--- src/design/glps_pkg.sv ---
// Shared types and constants for the grid line point stepper.
`default_nettype none

package glps_pkg;

   // Default widths for coordinates and the fraction-done value
   localparam int COORD_BITS_DEF    = 16;
   localparam int FRACTION_BITS_DEF = 16;

   // Request operation codes
   localparam logic OP_LOAD = 1'b0;
   localparam logic OP_NEXT = 1'b1;

   // Controller states
   typedef enum logic [2:0] {
      ST_IDLE,
      ST_FRAC_DIV,
      ST_EMIT,
      ST_PROD,
      ST_OFF_LOAD,
      ST_OFF_DIV,
      ST_OFF_APPLY
   } glps_state_type;

   // Commands from controller to datapath
   typedef struct packed {
      logic load_line;
      logic frac_start;
      logic off_start;
      logic div_step;
      logic emit;
      logic advance;
      logic prod_capture;
      logic off_apply;
   } glps_cmd_type;

   // Status from datapath to controller
   typedef struct packed {
      logic span_zero;
      logic at_end;
   } glps_status_type;

endpackage

`default_nettype wire

--- src/design/glps_div.sv ---
// Restoring divider, one quotient bit per cycle while step is high, with round-to-nearest-even result.
`default_nettype none

module glps_div #(
   parameter int DW = glps_pkg::COORD_BITS_DEF + 1,
   parameter int QW = glps_pkg::COORD_BITS_DEF + 1
) (
   input  wire logic          clock,
   input  wire logic          load,
   input  wire logic          step,
   input  wire logic [DW-1:0] divisor,
   input  wire logic [DW-1:0] rem_init,
   input  wire logic [QW-1:0] num_init,
   output logic      [QW-1:0] quotient
);

   logic [DW-1:0] rem_ff, rem_in;
   logic [QW-1:0] num_ff, num_in;
   logic [QW-1:0] quot_ff, quot_in;
   logic [DW:0]   trial;
   logic [DW+1:0] diff;
   logic          ge;
   logic [DW:0]   twice;
   logic          round_up;

   // Trial subtract of the divisor from the shifted partial remainder
   always_comb begin
      trial = {rem_ff, num_ff[QW-1]};
      diff  = {1'b0, trial} - {2'b00, divisor};
      ge    = ~diff[DW+1];
   end

   // Load operands, advance one bit, or hold
   always_comb begin
      priority if (load) begin
         rem_in  = rem_init;
         num_in  = num_init;
         quot_in = '0;
      end else if (step) begin
         rem_in  = ge ? diff[DW-1:0] : trial[DW-1:0];
         num_in  = num_ff << 1;
         quot_in = {quot_ff[QW-2:0], ge};
      end else begin
         rem_in  = rem_ff;
         num_in  = num_ff;
         quot_in = quot_ff;
      end
   end

   always_ff @(posedge clock) begin
      rem_ff  <= rem_in;
      num_ff  <= num_in;
      quot_ff <= quot_in;
   end

   // Round to nearest, ties to even, from the final remainder
   always_comb begin
      twice    = {rem_ff, 1'b0};
      round_up = (twice > {1'b0, divisor}) || ((twice == {1'b0, divisor}) && quot_ff[0]);
      quotient = quot_ff + QW'(round_up);
   end

endmodule

`default_nettype wire

--- src/design/glps_ctrl.sv ---
// Controller state machine: sequences the load, fraction, emit, advance and minor offset steps.
`default_nettype none

module glps_ctrl #(
   parameter int FW     = glps_pkg::FRACTION_BITS_DEF + 1,
   parameter int SPAN_W = glps_pkg::COORD_BITS_DEF + 1
) (
   input  wire logic                   clock,
   input  wire logic                   reset,
   input  wire logic                   req_valid,
   input  wire logic                   req_operation,
   output logic                        req_stall,
   input  wire logic                   rsp_stall,
   output logic                        rsp_valid,
   input  wire glps_pkg::glps_status_type status,
   output glps_pkg::glps_cmd_type      cmd
);

   localparam int QW    = (FW > SPAN_W) ? FW : SPAN_W;
   localparam int CNT_W = $clog2(QW);
   localparam logic [CNT_W-1:0] FRAC_LAST = CNT_W'(FW - 1);
   localparam logic [CNT_W-1:0] OFF_LAST  = CNT_W'(SPAN_W - 1);

   glps_pkg::glps_state_type state_ff, state_in;
   logic [CNT_W-1:0]         cnt_ff, cnt_in;
   logic                     rsp_valid_ff, rsp_valid_in;
   logic                     out_free;

   // Next state and commands
   always_comb begin
      state_in     = state_ff;
      cnt_in       = cnt_ff;
      cmd          = '0;
      req_stall    = (state_ff != glps_pkg::ST_IDLE);
      rsp_valid_in = rsp_valid_ff && rsp_stall;
      out_free     = !rsp_valid_ff || !rsp_stall;
      unique case (state_ff)
         glps_pkg::ST_IDLE: begin
            if (req_valid) begin
               unique case (req_operation)
                  glps_pkg::OP_LOAD: begin
                     cmd.load_line = 1'b1;
                  end
                  glps_pkg::OP_NEXT: begin
                     if (status.span_zero) begin
                        state_in = glps_pkg::ST_EMIT;
                     end else begin
                        cmd.frac_start = 1'b1;
                        cnt_in         = '0;
                        state_in       = glps_pkg::ST_FRAC_DIV;
                     end
                  end
               endcase
            end
         end
         glps_pkg::ST_FRAC_DIV: begin
            cmd.div_step = 1'b1;
            cnt_in       = cnt_ff + CNT_W'(1);
            if (cnt_ff == FRAC_LAST) begin
               state_in = glps_pkg::ST_EMIT;
            end
         end
         glps_pkg::ST_EMIT: begin
            // Wait for the output register, then step the major axis unless at the end
            if (out_free) begin
               cmd.emit     = 1'b1;
               rsp_valid_in = 1'b1;
               if (status.at_end) begin
                  state_in = glps_pkg::ST_IDLE;
               end else begin
                  cmd.advance = 1'b1;
                  state_in    = status.span_zero ? glps_pkg::ST_OFF_APPLY : glps_pkg::ST_PROD;
               end
            end
         end
         glps_pkg::ST_PROD: begin
            cmd.prod_capture = 1'b1;
            state_in         = glps_pkg::ST_OFF_LOAD;
         end
         glps_pkg::ST_OFF_LOAD: begin
            cmd.off_start = 1'b1;
            cnt_in        = '0;
            state_in      = glps_pkg::ST_OFF_DIV;
         end
         glps_pkg::ST_OFF_DIV: begin
            cmd.div_step = 1'b1;
            cnt_in       = cnt_ff + CNT_W'(1);
            if (cnt_ff == OFF_LAST) begin
               state_in = glps_pkg::ST_OFF_APPLY;
            end
         end
         glps_pkg::ST_OFF_APPLY: begin
            cmd.off_apply = 1'b1;
            state_in      = glps_pkg::ST_IDLE;
         end
         default: begin
            state_in = glps_pkg::ST_IDLE;
         end
      endcase
   end

   always_ff @(posedge clock) begin
      if (reset) begin
         state_ff     <= glps_pkg::ST_IDLE;
         cnt_ff       <= '0;
         rsp_valid_ff <= 1'b0;
      end else begin
         state_ff     <= state_in;
         cnt_ff       <= cnt_in;
         rsp_valid_ff <= rsp_valid_in;
      end
   end

   assign rsp_valid = rsp_valid_ff;

endmodule

`default_nettype wire

--- src/design/glps_dp.sv ---
// Datapath: line registers, major/minor stepping, multiplier, divider and output register.
`default_nettype none

module glps_dp #(
   parameter int COORD_BITS    = glps_pkg::COORD_BITS_DEF,
   parameter int FRACTION_BITS = glps_pkg::FRACTION_BITS_DEF
) (
   input  wire logic                          clock,
   input  wire logic                          reset,
   input  wire glps_pkg::glps_cmd_type        cmd,
   input  wire logic signed [COORD_BITS-1:0]  req_start_x,
   input  wire logic signed [COORD_BITS-1:0]  req_start_y,
   input  wire logic signed [COORD_BITS-1:0]  req_end_x,
   input  wire logic signed [COORD_BITS-1:0]  req_end_y,
   output glps_pkg::glps_status_type          status,
   output logic signed [COORD_BITS-1:0]       rsp_point_x,
   output logic signed [COORD_BITS-1:0]       rsp_point_y,
   output logic        [FRACTION_BITS:0]      rsp_fraction_done,
   output logic                               rsp_more_points
);

   localparam int SPAN_W = COORD_BITS + 1;
   localparam int FW     = FRACTION_BITS + 1;
   localparam int QW     = (FW > SPAN_W) ? FW : SPAN_W;
   localparam int PROD_W = 2 * SPAN_W;
   localparam logic [FW-1:0] FRAC_ONE = {1'b1, {FRACTION_BITS{1'b0}}};

   logic signed [COORD_BITS-1:0] start_x_ff, start_x_in, start_y_ff, start_y_in;
   logic signed [COORD_BITS-1:0] end_x_ff, end_x_in, end_y_ff, end_y_in;
   logic signed [COORD_BITS-1:0] cur_x_ff, cur_x_in, cur_y_ff, cur_y_in;
   logic                         major_x_ff, major_x_in;
   logic                         step_neg_ff, step_neg_in;
   logic                         mi_neg_ff, mi_neg_in;
   logic [SPAN_W-1:0]            span_ff, span_in;
   logic [SPAN_W-1:0]            mi_mag_ff, mi_mag_in;
   logic [SPAN_W-1:0]            k_ff, k_in;
   logic [PROD_W-1:0]            prod_ff;

   logic signed [COORD_BITS-1:0] rsp_x_ff, rsp_y_ff;
   logic [FW-1:0]                rsp_frac_ff;
   logic                         rsp_more_ff;

   logic signed [SPAN_W-1:0]     dx, dy;
   logic [SPAN_W-1:0]            adx, ady;
   logic                         load_major_x;
   logic signed [COORD_BITS-1:0] ma_cur, ma_next, mi_start, mi_new;
   logic [SPAN_W-1:0]            off;
   logic                         span_zero, at_end;

   logic                         div_load;
   logic [SPAN_W-1:0]            div_rem_init;
   logic [QW-1:0]                div_num_init;
   logic [QW-1:0]                div_result;

   // Endpoint deltas and major axis choice for a load
   always_comb begin
      dx           = SPAN_W'(req_end_x) - SPAN_W'(req_start_x);
      dy           = SPAN_W'(req_end_y) - SPAN_W'(req_start_y);
      adx          = dx[SPAN_W-1] ? $unsigned(-dx) : $unsigned(dx);
      ady          = dy[SPAN_W-1] ? $unsigned(-dy) : $unsigned(dy);
      load_major_x = (dy == '0) || (adx > ady);
   end

   // Major step and minor placement from the stored line
   always_comb begin
      ma_cur    = major_x_ff ? cur_x_ff : cur_y_ff;
      mi_start  = major_x_ff ? start_y_ff : start_x_ff;
      ma_next   = step_neg_ff ? (ma_cur - COORD_BITS'(1)) : (ma_cur + COORD_BITS'(1));
      span_zero = (span_ff == '0);
      off       = span_zero ? '0 : div_result[SPAN_W-1:0];
      mi_new    = mi_neg_ff ? (mi_start - off[COORD_BITS-1:0])
                            : (mi_start + off[COORD_BITS-1:0]);
      at_end    = (cur_x_ff == end_x_ff) && (cur_y_ff == end_y_ff);
   end

   assign status.span_zero = span_zero;
   assign status.at_end    = at_end;

   // Next values of the line state
   always_comb begin
      start_x_in  = start_x_ff;
      start_y_in  = start_y_ff;
      end_x_in    = end_x_ff;
      end_y_in    = end_y_ff;
      cur_x_in    = cur_x_ff;
      cur_y_in    = cur_y_ff;
      major_x_in  = major_x_ff;
      step_neg_in = step_neg_ff;
      mi_neg_in   = mi_neg_ff;
      span_in     = span_ff;
      mi_mag_in   = mi_mag_ff;
      k_in        = k_ff;
      priority if (cmd.load_line) begin
         start_x_in  = req_start_x;
         start_y_in  = req_start_y;
         end_x_in    = req_end_x;
         end_y_in    = req_end_y;
         cur_x_in    = req_start_x;
         cur_y_in    = req_start_y;
         major_x_in  = load_major_x;
         step_neg_in = load_major_x ? (req_end_x < req_start_x) : (req_end_y < req_start_y);
         span_in     = load_major_x ? adx : ady;
         mi_mag_in   = load_major_x ? ady : adx;
         mi_neg_in   = load_major_x ? dy[SPAN_W-1] : dx[SPAN_W-1];
         k_in        = '0;
      end else if (cmd.advance) begin
         if (major_x_ff) begin
            cur_x_in = ma_next;
         end else begin
            cur_y_in = ma_next;
         end
         k_in = k_ff + SPAN_W'(1);
      end else if (cmd.off_apply) begin
         if (major_x_ff) begin
            cur_y_in = mi_new;
         end else begin
            cur_x_in = mi_new;
         end
      end else begin
         // Hold the line state
      end
   end

   always_ff @(posedge clock) begin
      if (reset) begin
         start_x_ff  <= '0;
         start_y_ff  <= '0;
         end_x_ff    <= '0;
         end_y_ff    <= '0;
         cur_x_ff    <= '0;
         cur_y_ff    <= '0;
         major_x_ff  <= 1'b1;
         step_neg_ff <= 1'b0;
         mi_neg_ff   <= 1'b0;
         span_ff     <= '0;
         mi_mag_ff   <= '0;
         k_ff        <= '0;
      end else begin
         start_x_ff  <= start_x_in;
         start_y_ff  <= start_y_in;
         end_x_ff    <= end_x_in;
         end_y_ff    <= end_y_in;
         cur_x_ff    <= cur_x_in;
         cur_y_ff    <= cur_y_in;
         major_x_ff  <= major_x_in;
         step_neg_ff <= step_neg_in;
         mi_neg_ff   <= mi_neg_in;
         span_ff     <= span_in;
         mi_mag_ff   <= mi_mag_in;
         k_ff        <= k_in;
      end
   end

   // Minor numerator: minor span times major offset
   always_ff @(posedge clock) begin
      if (cmd.prod_capture) begin
         prod_ff <= PROD_W'(mi_mag_ff) * PROD_W'(k_ff);
      end
   end

   // Divider operands: fraction uses k << FRACTION_BITS, minor offset uses the product
   always_comb begin
      div_load = cmd.frac_start || cmd.off_start;
      if (cmd.frac_start) begin
         div_rem_init = k_ff >> 1;
         div_num_init = QW'(k_ff[0]) << (QW - 1);
      end else begin
         div_rem_init = prod_ff[PROD_W-1:SPAN_W];
         div_num_init = QW'(prod_ff[SPAN_W-1:0]) << (QW - SPAN_W);
      end
   end

   glps_div #(
      .DW (SPAN_W),
      .QW (QW)
   ) u_div (
      .clock    (clock),
      .load     (div_load),
      .step     (cmd.div_step),
      .divisor  (span_ff),
      .rem_init (div_rem_init),
      .num_init (div_num_init),
      .quotient (div_result)
   );

   // Output register for one result transaction
   always_ff @(posedge clock) begin
      if (cmd.emit) begin
         rsp_x_ff    <= cur_x_ff;
         rsp_y_ff    <= cur_y_ff;
         rsp_frac_ff <= span_zero ? FRAC_ONE : div_result[FW-1:0];
         rsp_more_ff <= !at_end;
      end
   end

   assign rsp_point_x       = rsp_x_ff;
   assign rsp_point_y       = rsp_y_ff;
   assign rsp_fraction_done = rsp_frac_ff;
   assign rsp_more_points   = rsp_more_ff;

endmodule

`default_nettype wire

--- src/design/grid_line_point_stepper_unit.sv ---
// Grid line point stepper: walks the grid cells of a straight line, one point per request.
// A load transaction (operation 0) stores two endpoints when it is accepted and gives no result. A
// next transaction (operation 1) returns the current point, the fraction of the major span
// done (unsigned Q1.FRACTION_BITS, exact 1.0 on a zero-length line) and a more-points flag,
// then advances one cell; past the end the last point repeats with the flag clear. Both the
// fraction and the minor coordinate are exact quotients by the major span, rounded to
// nearest with ties to even, produced by one shared restoring divider at one quotient bit
// per cycle. Before the next request is accepted, an interior point runs the fraction division,
// the emit, the product and the minor offset division, the end point only the fraction
// division and the emit, and a zero-length line only the emit. The result sits in an output
// register, so the stepper keeps working on the advance while a result is stalled.
`default_nettype none

module grid_line_point_stepper_unit #(
   parameter int COORD_BITS    = glps_pkg::COORD_BITS_DEF,
   parameter int FRACTION_BITS = glps_pkg::FRACTION_BITS_DEF
) (
   input  wire logic                          clock,
   input  wire logic                          reset,
   input  wire logic                          req_valid,
   output logic                               req_stall,
   input  wire logic                          req_operation,
   input  wire logic signed [COORD_BITS-1:0]  req_start_x,
   input  wire logic signed [COORD_BITS-1:0]  req_start_y,
   input  wire logic signed [COORD_BITS-1:0]  req_end_x,
   input  wire logic signed [COORD_BITS-1:0]  req_end_y,
   output logic                               rsp_valid,
   input  wire logic                          rsp_stall,
   output logic signed [COORD_BITS-1:0]       rsp_point_x,
   output logic signed [COORD_BITS-1:0]       rsp_point_y,
   output logic        [FRACTION_BITS:0]      rsp_fraction_done,
   output logic                               rsp_more_points
);

   localparam logic [FRACTION_BITS:0] FRAC_ONE = {1'b1, {FRACTION_BITS{1'b0}}};

   glps_pkg::glps_cmd_type    cmd;
   glps_pkg::glps_status_type status;

   glps_ctrl #(
      .FW     (FRACTION_BITS + 1),
      .SPAN_W (COORD_BITS + 1)
   ) u_ctrl (
      .clock         (clock),
      .reset         (reset),
      .req_valid     (req_valid),
      .req_operation (req_operation),
      .req_stall     (req_stall),
      .rsp_stall     (rsp_stall),
      .rsp_valid     (rsp_valid),
      .status        (status),
      .cmd           (cmd)
   );

   glps_dp #(
      .COORD_BITS    (COORD_BITS),
      .FRACTION_BITS (FRACTION_BITS)
   ) u_dp (
      .clock             (clock),
      .reset             (reset),
      .cmd               (cmd),
      .req_start_x       (req_start_x),
      .req_start_y       (req_start_y),
      .req_end_x         (req_end_x),
      .req_end_y         (req_end_y),
      .status            (status),
      .rsp_point_x       (rsp_point_x),
      .rsp_point_y       (rsp_point_y),
      .rsp_fraction_done (rsp_fraction_done),
      .rsp_more_points   (rsp_more_points)
   );

   // The end point always reports the whole span done
   a_end_is_full: assert property (@(posedge clock) disable iff (reset)
      (rsp_valid && !rsp_more_points) |-> (rsp_fraction_done == FRAC_ONE))
      else $error("end point fraction is not 1.0");

   // Progress never passes 1.0
   a_frac_bounded: assert property (@(posedge clock) disable iff (reset)
      rsp_valid |-> (rsp_fraction_done <= FRAC_ONE))
      else $error("fraction done above 1.0");

   // A load transaction completes in its own cycle
   a_load_one_cycle: assert property (@(posedge clock) disable iff (reset)
      (req_valid && !req_stall && (req_operation == glps_pkg::OP_LOAD)) |=> !req_stall)
      else $error("stepper busy after a load");

endmodule

`default_nettype wire
--- config.mk ---
export PLATFORM = sky130hd
export DESIGN_NAME = grid_line_point_stepper_unit
export DESIGN_NICKNAME = d
export VERILOG_FILES = /design/src/design/glps_pkg.sv /design/src/design/glps_div.sv /design/src/design/glps_ctrl.sv /design/src/design/glps_dp.sv /design/src/design/grid_line_point_stepper_unit.sv
export SDC_FILE = /design/constraint.sdc
export NUM_CORES = 1
export LEC_CHECK = 0
export ABC_AREA = 1
export BUFFER_PORTS_ARGS = -buffer_cell sky130_fd_sc_hd__buf_2
export CAP_MARGIN = 0
export CORE_AREA = 5 5 217 240
export DETAILED_ROUTE_END_ITERATION = 10
export DIE_AREA = 0 0 222 245
export PLACE_DENSITY = 0.8
export SLEW_MARGIN = 20
export SYNTH_ARGS = -nofsm -noshare
export SYNTH_HDL_FRONTEND = slang
export SYNTH_SLANG_ARGS = --single-unit
--- constraint.sdc ---
create_clock -name clock -period 6.3 [get_ports clock]
set_input_delay 0.315 -clock clock [delete_from_list [all_inputs] [get_ports clock]]
set_output_delay 0.315 -clock clock [all_outputs]
set_load 0.02 [all_outputs]
==> results.toml, run 1 <==
[run_status]
outcome = "finished clean"

[placed_design]
place_hpwl_um = 64300
post-place-cells = 4538
dpl_cell_area_mm2 = 0.0295
place_ws_ns = 0.267
place_congestion = 1.00
port_buffers = 120

[clock_network]
max-clock-path-buffers = 3
cts_tree = "built"
cts_hold_buf = 0
clock_sinks = 294
root_buffer = "clkbuf_16"
cts_max_level = 2
postCtsSetupBuffers = 0
ctsResizeCount = 0
worstSkewPairLatency_ns = 0.56
path_clk_slew_ns = 0.06
cts_buffers = 34

[die]
die_h_um = 245
pin_count = 121
core_area_mm2 = 0.0495
dieArea_mm2 = 0.0544
initial_core_util_pct = 57.0
placementRows = 86
die_w_um = 222

[sta]
finalCritPeriodShare_pct = 94.6
worst-slew-pin-transition_ns = 1.07
finalSetupViolations = 0
skew_ns = 0.0251
fin_ws_ns = 0.337
setup_tns_ns = 0
slew_viol_final = 0
rsz0062_at_grt = "no"
max_freq_mhz = 168
min_period_ns = 5.96
max_slew_margin_pct = 28.4
final_hold_viol_count = 0

[cells_and_area]
n_fill_cell = 4502
final_area_mm2 = 0.0307
utilization_pct = 61.9
syn_to_final_growth_pct = 8.72
antenna_cells = 0
drive_above_1_share_pct = 7.51
layout.nets = 4426
finalNonFillerCells = 4599

[power]
power_leakage_nw = 15.8
powerDensity_mw_per_mm2 = 358
internal-power_mw = 5.81
pwr-share-seq_pct = 27.7
p_clk_share_pct = 18.8
p_switching_mw = 5.16
switching_share_pct = 47.0
vdd.ir_drop.worst_v = 0.000268
p_comb_share_pct = 53.5

[yosys]
synth_nets = 4355
ys_warn_count = 0
yosysTopAreaCell = "fa_1"
synth_edf_count = 118
synthCells = 3844
yosysUniqueCellTypes = 51
synth_flop_cell = "dfxtp_1"
synth_seq_cells = 294
synth_top_cell_area_share_pct = 16.3
synthArstFlopShare_pct = 0
synth.area.top_cells = "fa_1, nand2_1, edfxtp_1, dfxtp_1, inv_1"
ys_seq_area_share_pct = 25.1
synth.avg_cell_area_um2 = 7.34
netlist_area_mm2 = 0.0282

[worst_setup_path]
critPathMaxFanout = 10
critPathMostFrequentCell = "fa_1"
arrival_ns = 6.26
end_kind = "flop"
critPathBufInv = 4
cp_top_family = "adder cells"
crit_chain = "buf_4, nand2_1, fa_1, inv_1, fa_1, inv_1, fa_1, fa_1, inv_1, fa_1, fa_1, ha_1, nand2_1, nor2_1, nand3_1, nand3_1, a21oi_1, o31ai_1, a21oi_1, xnor2_1"
critPathSlowestCell = "dfxtp_1"
critical_path_required_ns = 6.60
rrSetupSlack_ns = 0.34
critPathKind = "flop to flop"
crit_path_start_kind = "flop"
slowest_delay_ns = 0.55

[detailed_routing]
via_count = 25200
wl_per_cell_um = 17.6
routed_via_density = 5.49
wl_um = 80800
drtPass1Iterations = 8
ant_nets = 0
drtIter0Drc = 2480
drc_errors = 0

[hold_path]
hold_class = "primary input to flop"

[global_routing]
grt_pass1_vias = 24500
track_usage_pct = 29.4
antenna_found_initial = 0
grt_max_degree = 75
grt_pass1_wl_um = 129000
gr-total-overflow = 0

[job]
drv_cap = 0
[area by class of cell]
class                           instances  area (um2)  area share [%]
Clock buffer                           40         915            2.98
Clock inverter                         20         215           0.702
Inverter                              730        2740            8.94
Multi-Input combinational cell       2676       17800            58.1
Sequential cell                       294        7090            23.1
Tap cell                              660         826            2.69
Timing Repair Buffer                  179        1060            3.44
[cell usage after synthesis (all sizes together) (31+ instances only)]
master and number:
nand2 1064, inv 726, nor2 279, fa 229, ha 213, o21ai 190, nand3 184, dfxtp 176
a21oi 164, edfxtp 118, clkbuf 97, xor2 77, xnor2 60, buf 47, nand4 35, o22ai 31
[flip-flops by register name, indices dropped and copies added (netlist names), 17 cells and up]
name and cells:
u_dp.prod_ff 34, u_dp.u_div.quot_ff 17, u_dp.u_div.num_ff 17, u_dp.span_ff 17, u_dp.u_div.rem_ff 17, u_dp.k_ff 17
u_dp.rsp_fraction_done 17, u_dp.mi_mag_ff 17
[worst register-to-register path: cells and delay by family, from the launching register on]
family | cells | cell delay, ns
XOR/XNOR | 1 | 0.16
adder cells (fa/ha/maj) | 7 | 3.34
AO/OA/AOI/OAI | 3 | 0.75
buffers and inverters | 4 | 0.41
AND/OR/NAND/NOR | 5 | 0.54
flip-flops | 1 | 0.55
[power groups by stage]
stage / Clock (mW) / Sequential [mW] / Combinational, mW
after floorplan: 0 / 2.91 / 4.31
after global placement: 0 / 3.05 / 5.68
after detailed placement: 0 / 3.05 / 5.74
after CTS: 2.09 / 3.02 / 5.79
after global routing: 2.17 / 3.08 / 6.54
final: 2.07 / 3.04 / 5.87
[metal layers]
layer / up-vias / global-route usage, % / wire [um]
met5: - / 0 / 0
met1: 11700 / 36.5 / 31300
li1: 12100 / - / -
met4: 0 / 16.6 / 5890
met2: 1145 / 49.3 / 37400
met3: 294 / 4.53 / 6240
[path summary, 6_finish.rpt]
path                                  start                        endpoint  depth (start not counted)
max          u_dp.mi_mag_ff[5]$_SDFFE_PP0P_      u_dp.prod_ff[31]$_DFFE_PP_                         20
max reg2reg  u_dp.mi_mag_ff[5]$_SDFFE_PP0P_      u_dp.prod_ff[31]$_DFFE_PP_                         20
min reg2reg  u_dp.cur_y_ff[14]$_SDFFE_PP0P_  u_dp.rsp_point_y[14]$_DFFE_PP_                          0
min                            req_end_x[2]   u_dp.end_x_ff[2]$_SDFFE_PP0P_                          3
[through the flow]
| stage | hold WS, ns | total power, mW |
|---|---|---|
| 2_1_floorplan | 0.408 | 7.22 |
| 3_3_place_gp | 0.424 | 8.73 |
| 3_5_place_dp | 0.420 | 8.80 |
| 4_1_cts | 0.0148 | 10.9 |
| 5_1_grt | 0.0348 | 11.8 |
| 6_report | 0.0386 | 11.0 |
[cells by family after synthesis]
family | after synthesis | synth area share (%)
flip-flops | 294 | 25.1
buffers and inverters | 874 | 11.9
AO/OA/AOI/OAI | 478 | 9.60
adder cells (fa/ha/maj) | 442 | 25.7
AND/OR/NAND/NOR | 1619 | 23.5
XOR/XNOR | 137 | 4.28
[layout by cell type (no fill, tap or decap), types with 58 or more instances in the layout]
master / netlist / final
a21oi_1: 162 / 162
buf_2: 16 / 120
buf_4: 3 / 58
dfxtp_1: 176 / 162
edfxtp_1: 118 / 118
fa_1: 229 / 229
ha_1: 213 / 213
inv_1: 721 / 719
nand2_1: 1054 / 1054
nand3_1: 178 / 178
nor2_1: 274 / 269
o21ai_0: 186 / 185
xnor2_1: 60 / 60
xor2_1: 76 / 76
No activity file was read; power rests on OpenSTA's default activity.
==> run 2: changes to the inputs <==
- PLACE_DENSITY: 0.8 -> 0.78
==> run 2 against run 1 <==
Against the previous run:
- final cell count hardly changed
- power decreased by 0.76%
- via count decreased by 0.40%
- critical path depth up 1
- sequential share of layout area about the same
- worst hold slack got worse by 0.019 ns
- global-route usage shrank 0.20 points
- routed wire length down 1.0%
- design area about the same
- fmax fell by 0.25%
- sequential power about the same
- highest routed layer unchanged
- critical endpoint is now u_dp.prod_ff[30]$_DFFE_PP_
==> results.toml, run 2 (synthesis gave the netlist of run 1 again) <==
[run_status]
outcome = "finished clean"

[clock_network]
clock_sinks = 294
cts_buffers = 34
path_clk_slew_ns = 0.06
worstSkewPairLatency_ns = 0.57
root_buffer = "clkbuf_16"
cts_tree = "built"
max-clock-path-buffers = 3
cts_max_level = 2

[worst_setup_path]
crit_chain = "nand2_1, fa_1, fa_1, inv_1, fa_1, fa_1, inv_1, fa_1, inv_1, fa_1, ha_1, nand2_1, nor2_1, inv_1, nor3_1, a21oi_1, nor2_1, o21ai_0, nand2_1, a21oi_1, xnor2_1"
arrival_ns = 6.27
cp.depth = 21
end_kind = "flop"
critical_path_required_ns = 6.59
critPathBufInv = 4
critPathKind = "flop to flop"
startpoint = "u_dp.mi_mag_ff[8]$_SDFFE_PP0P_"
rrSetupSlack_ns = 0.32
rr_worst_depth = 21
critPathMaxFanout = 12
slowest_delay_ns = 0.61
reg2reg_from = "u_dp.mi_mag_ff[8]$_SDFFE_PP0P_"
crit_path_start_kind = "flop"
endpoint = "u_dp.prod_ff[30]$_DFFE_PP_"
critPathSlowestCell = "dfxtp_1"
worstReg2RegEnd = "u_dp.prod_ff[30]$_DFFE_PP_"
critPathMostFrequentCell = "fa_1"
cp_top_family = "adder cells"

[placed_design]
post-place-cells = 4538
port_buffers = 120
place_congestion = 0.973
place_ws_ns = 0.234
place_hpwl_um = 63800

[die]
core_area_mm2 = 0.0495
die_w_um = 222
placementRows = 86
initial_core_util_pct = 57.0
dieArea_mm2 = 0.0544
pin_count = 121
die_h_um = 245

[sta]
fin_ws_ns = 0.322
skew_ns = 0.0285
finalSetupViolations = 0
setup_tns_ns = 0
min_period_ns = 5.98
max_slew_margin_pct = 28.8
final_hold_viol_count = 0
worst-slew-pin-transition_ns = 1.07
finalCritPeriodShare_pct = 94.9
max_freq_mhz = 167
slew_viol_final = 0
rsz0062_at_grt = "no"

[global_routing]
gr-total-overflow = 0
antenna_found_initial = 0
track_usage_pct = 29.2
grt_pass1_vias = 24200
grt_pass1_wl_um = 128000
grt_max_degree = 70

[cells_and_area]
drive_above_1_share_pct = 7.33
largest_register_ffs = 34
syn_to_final_growth_pct = 8.71
layout.nets = 4427
finalNonFillerCells = 4603
n_fill_cell = 4477
top_register = "u_dp.prod_ff"
mostFrequentLayoutCell = "nand2_1"
layout_common_cells = "nand2_1, inv_1, nor2_1"

[detailed_routing]
drtPass1Iterations = 6
topRoutingLayerUsed = "met4"
met3_length_um = 5660
route.met2.wl_um = 37800
via_count = 25100
routed_via_density = 5.46
drc_errors = 0
drt-met1-wl_um = 31500
drtIter0Drc = 2634
wl_um = 80000
wl_per_cell_um = 17.4
ant_nets = 0

[power]
power_leakage_nw = 15.8
vdd.ir_drop.worst_v = 0.000287
p_total_mw = 10.9
powerDensity_mw_per_mm2 = 355

[job]
drv_cap = 0

[hold_path]
hold_class = "primary input to flop"
-- run 2: cell types whose count changed in the layout (fill, tap and decap cells not counted), sizes merged --
| cell | delta |
|---|---|
| bufinv | -1 |
| clkbuf | +7 |
| clkinv | -4 |
| clkinvlp | -1 |
| diode | +1 |
| dlygate4sd3 | +1 |
| inv | +1 |
-- run 2: how the worst min path moves through the flow --
stage | startpoint | endpoint | slack [ns] | cells past startpoint
6_report | req_end_x[3] | u_dp.end_x_ff[3]$_SDFFE_PP0P_ | 0.02 | 3
4_1_cts | req_end_x[3] | u_dp.end_x_ff[3]$_SDFFE_PP0P_ | 0.0004 | 3
3_3_place_gp | u_dp.cur_y_ff[14]$_SDFFE_PP0P_ | u_dp.rsp_point_y[14]$_DFFE_PP_ | 0.42 | 0
2_1_floorplan | u_dp.cur_y_ff[12]$_SDFFE_PP0P_ | u_dp.rsp_point_y[12]$_DFFE_PP_ | 0.41 | 0
3_5_place_dp | u_dp.cur_y_ff[9]$_SDFFE_PP0P_ | u_dp.rsp_point_y[9]$_DFFE_PP_ | 0.42 | 0
5_1_grt | req_end_y[14] | u_dp.end_y_ff[14]$_SDFFE_PP0P_ | 0.06 | 3
-- run 2: report_power, final --
part	internal, mW	switching, mW
registers	2.60	0.405
logic	2.00	3.85
clock network	1.17	0.864
total	5.77	5.12
-- run 2: routing by layer --
metal  track usage, %  vias to the layer above
li1                 -                    12100
met1             36.8                    11800
met2             49.7                      975
met3             3.50                      243
met4             15.3                        0
met5                0                        -
-- run 2: layout make-up --
class | instances | area, um2 | area share (%)
sequential | 294 | 7080 | 23.1
antenna | 1 | 2.50 | 0.00816
timing repair buffer | 180 | 1070 | 3.48
clock inverter | 15 | 185 | 0.604
inverter | 730 | 2740 | 8.94
tap | 660 | 826 | 2.69
clock buffer | 47 | 930 | 3.03
multi-input combinational | 2676 | 17800 | 58.1
-- run 2: timing repair --
item / in CTS / in global routing
setup buffers: 0 / 0
endpoints found under the setup margin: 0 / 5
hold buffers: 1 / 0
hold endpoints to repair: 1 / 0
gates resized for setup: 0 / 10
-- run 2: worst reg2reg max path, cell delays in order, from the launching register on --
cell     delay (ns)
dfxtp_1        0.61
nand2_1        0.15
fa_1           0.53
fa_1           0.53
inv_1          0.05
fa_1           0.48
fa_1           0.59
inv_1          0.07
fa_1           0.55
inv_1          0.06
fa_1           0.47
ha_1           0.38
nand2_1        0.09
nor2_1         0.15
inv_1          0.07
nor3_1         0.16
a21oi_1        0.13
nor2_1         0.24
o21ai_0        0.11
nand2_1        0.11
a21oi_1        0.09
xnor2_1        0.12
-- run 2: per-stage QoR --
step / instance area [um2] / utilization [%] / hold WS [ns]
2_1_floorplan: 28200 / - / 0.408
5_1_grt: 30600 / 61.9 / 0.0572
3_5_place_dp: 29500 / 59.6 / 0.418
3_3_place_gp: 29500 / 59.6 / 0.415
6_report: 30700 / 61.9 / 0.0196
4_1_cts: 30600 / 61.8 / 0.000364
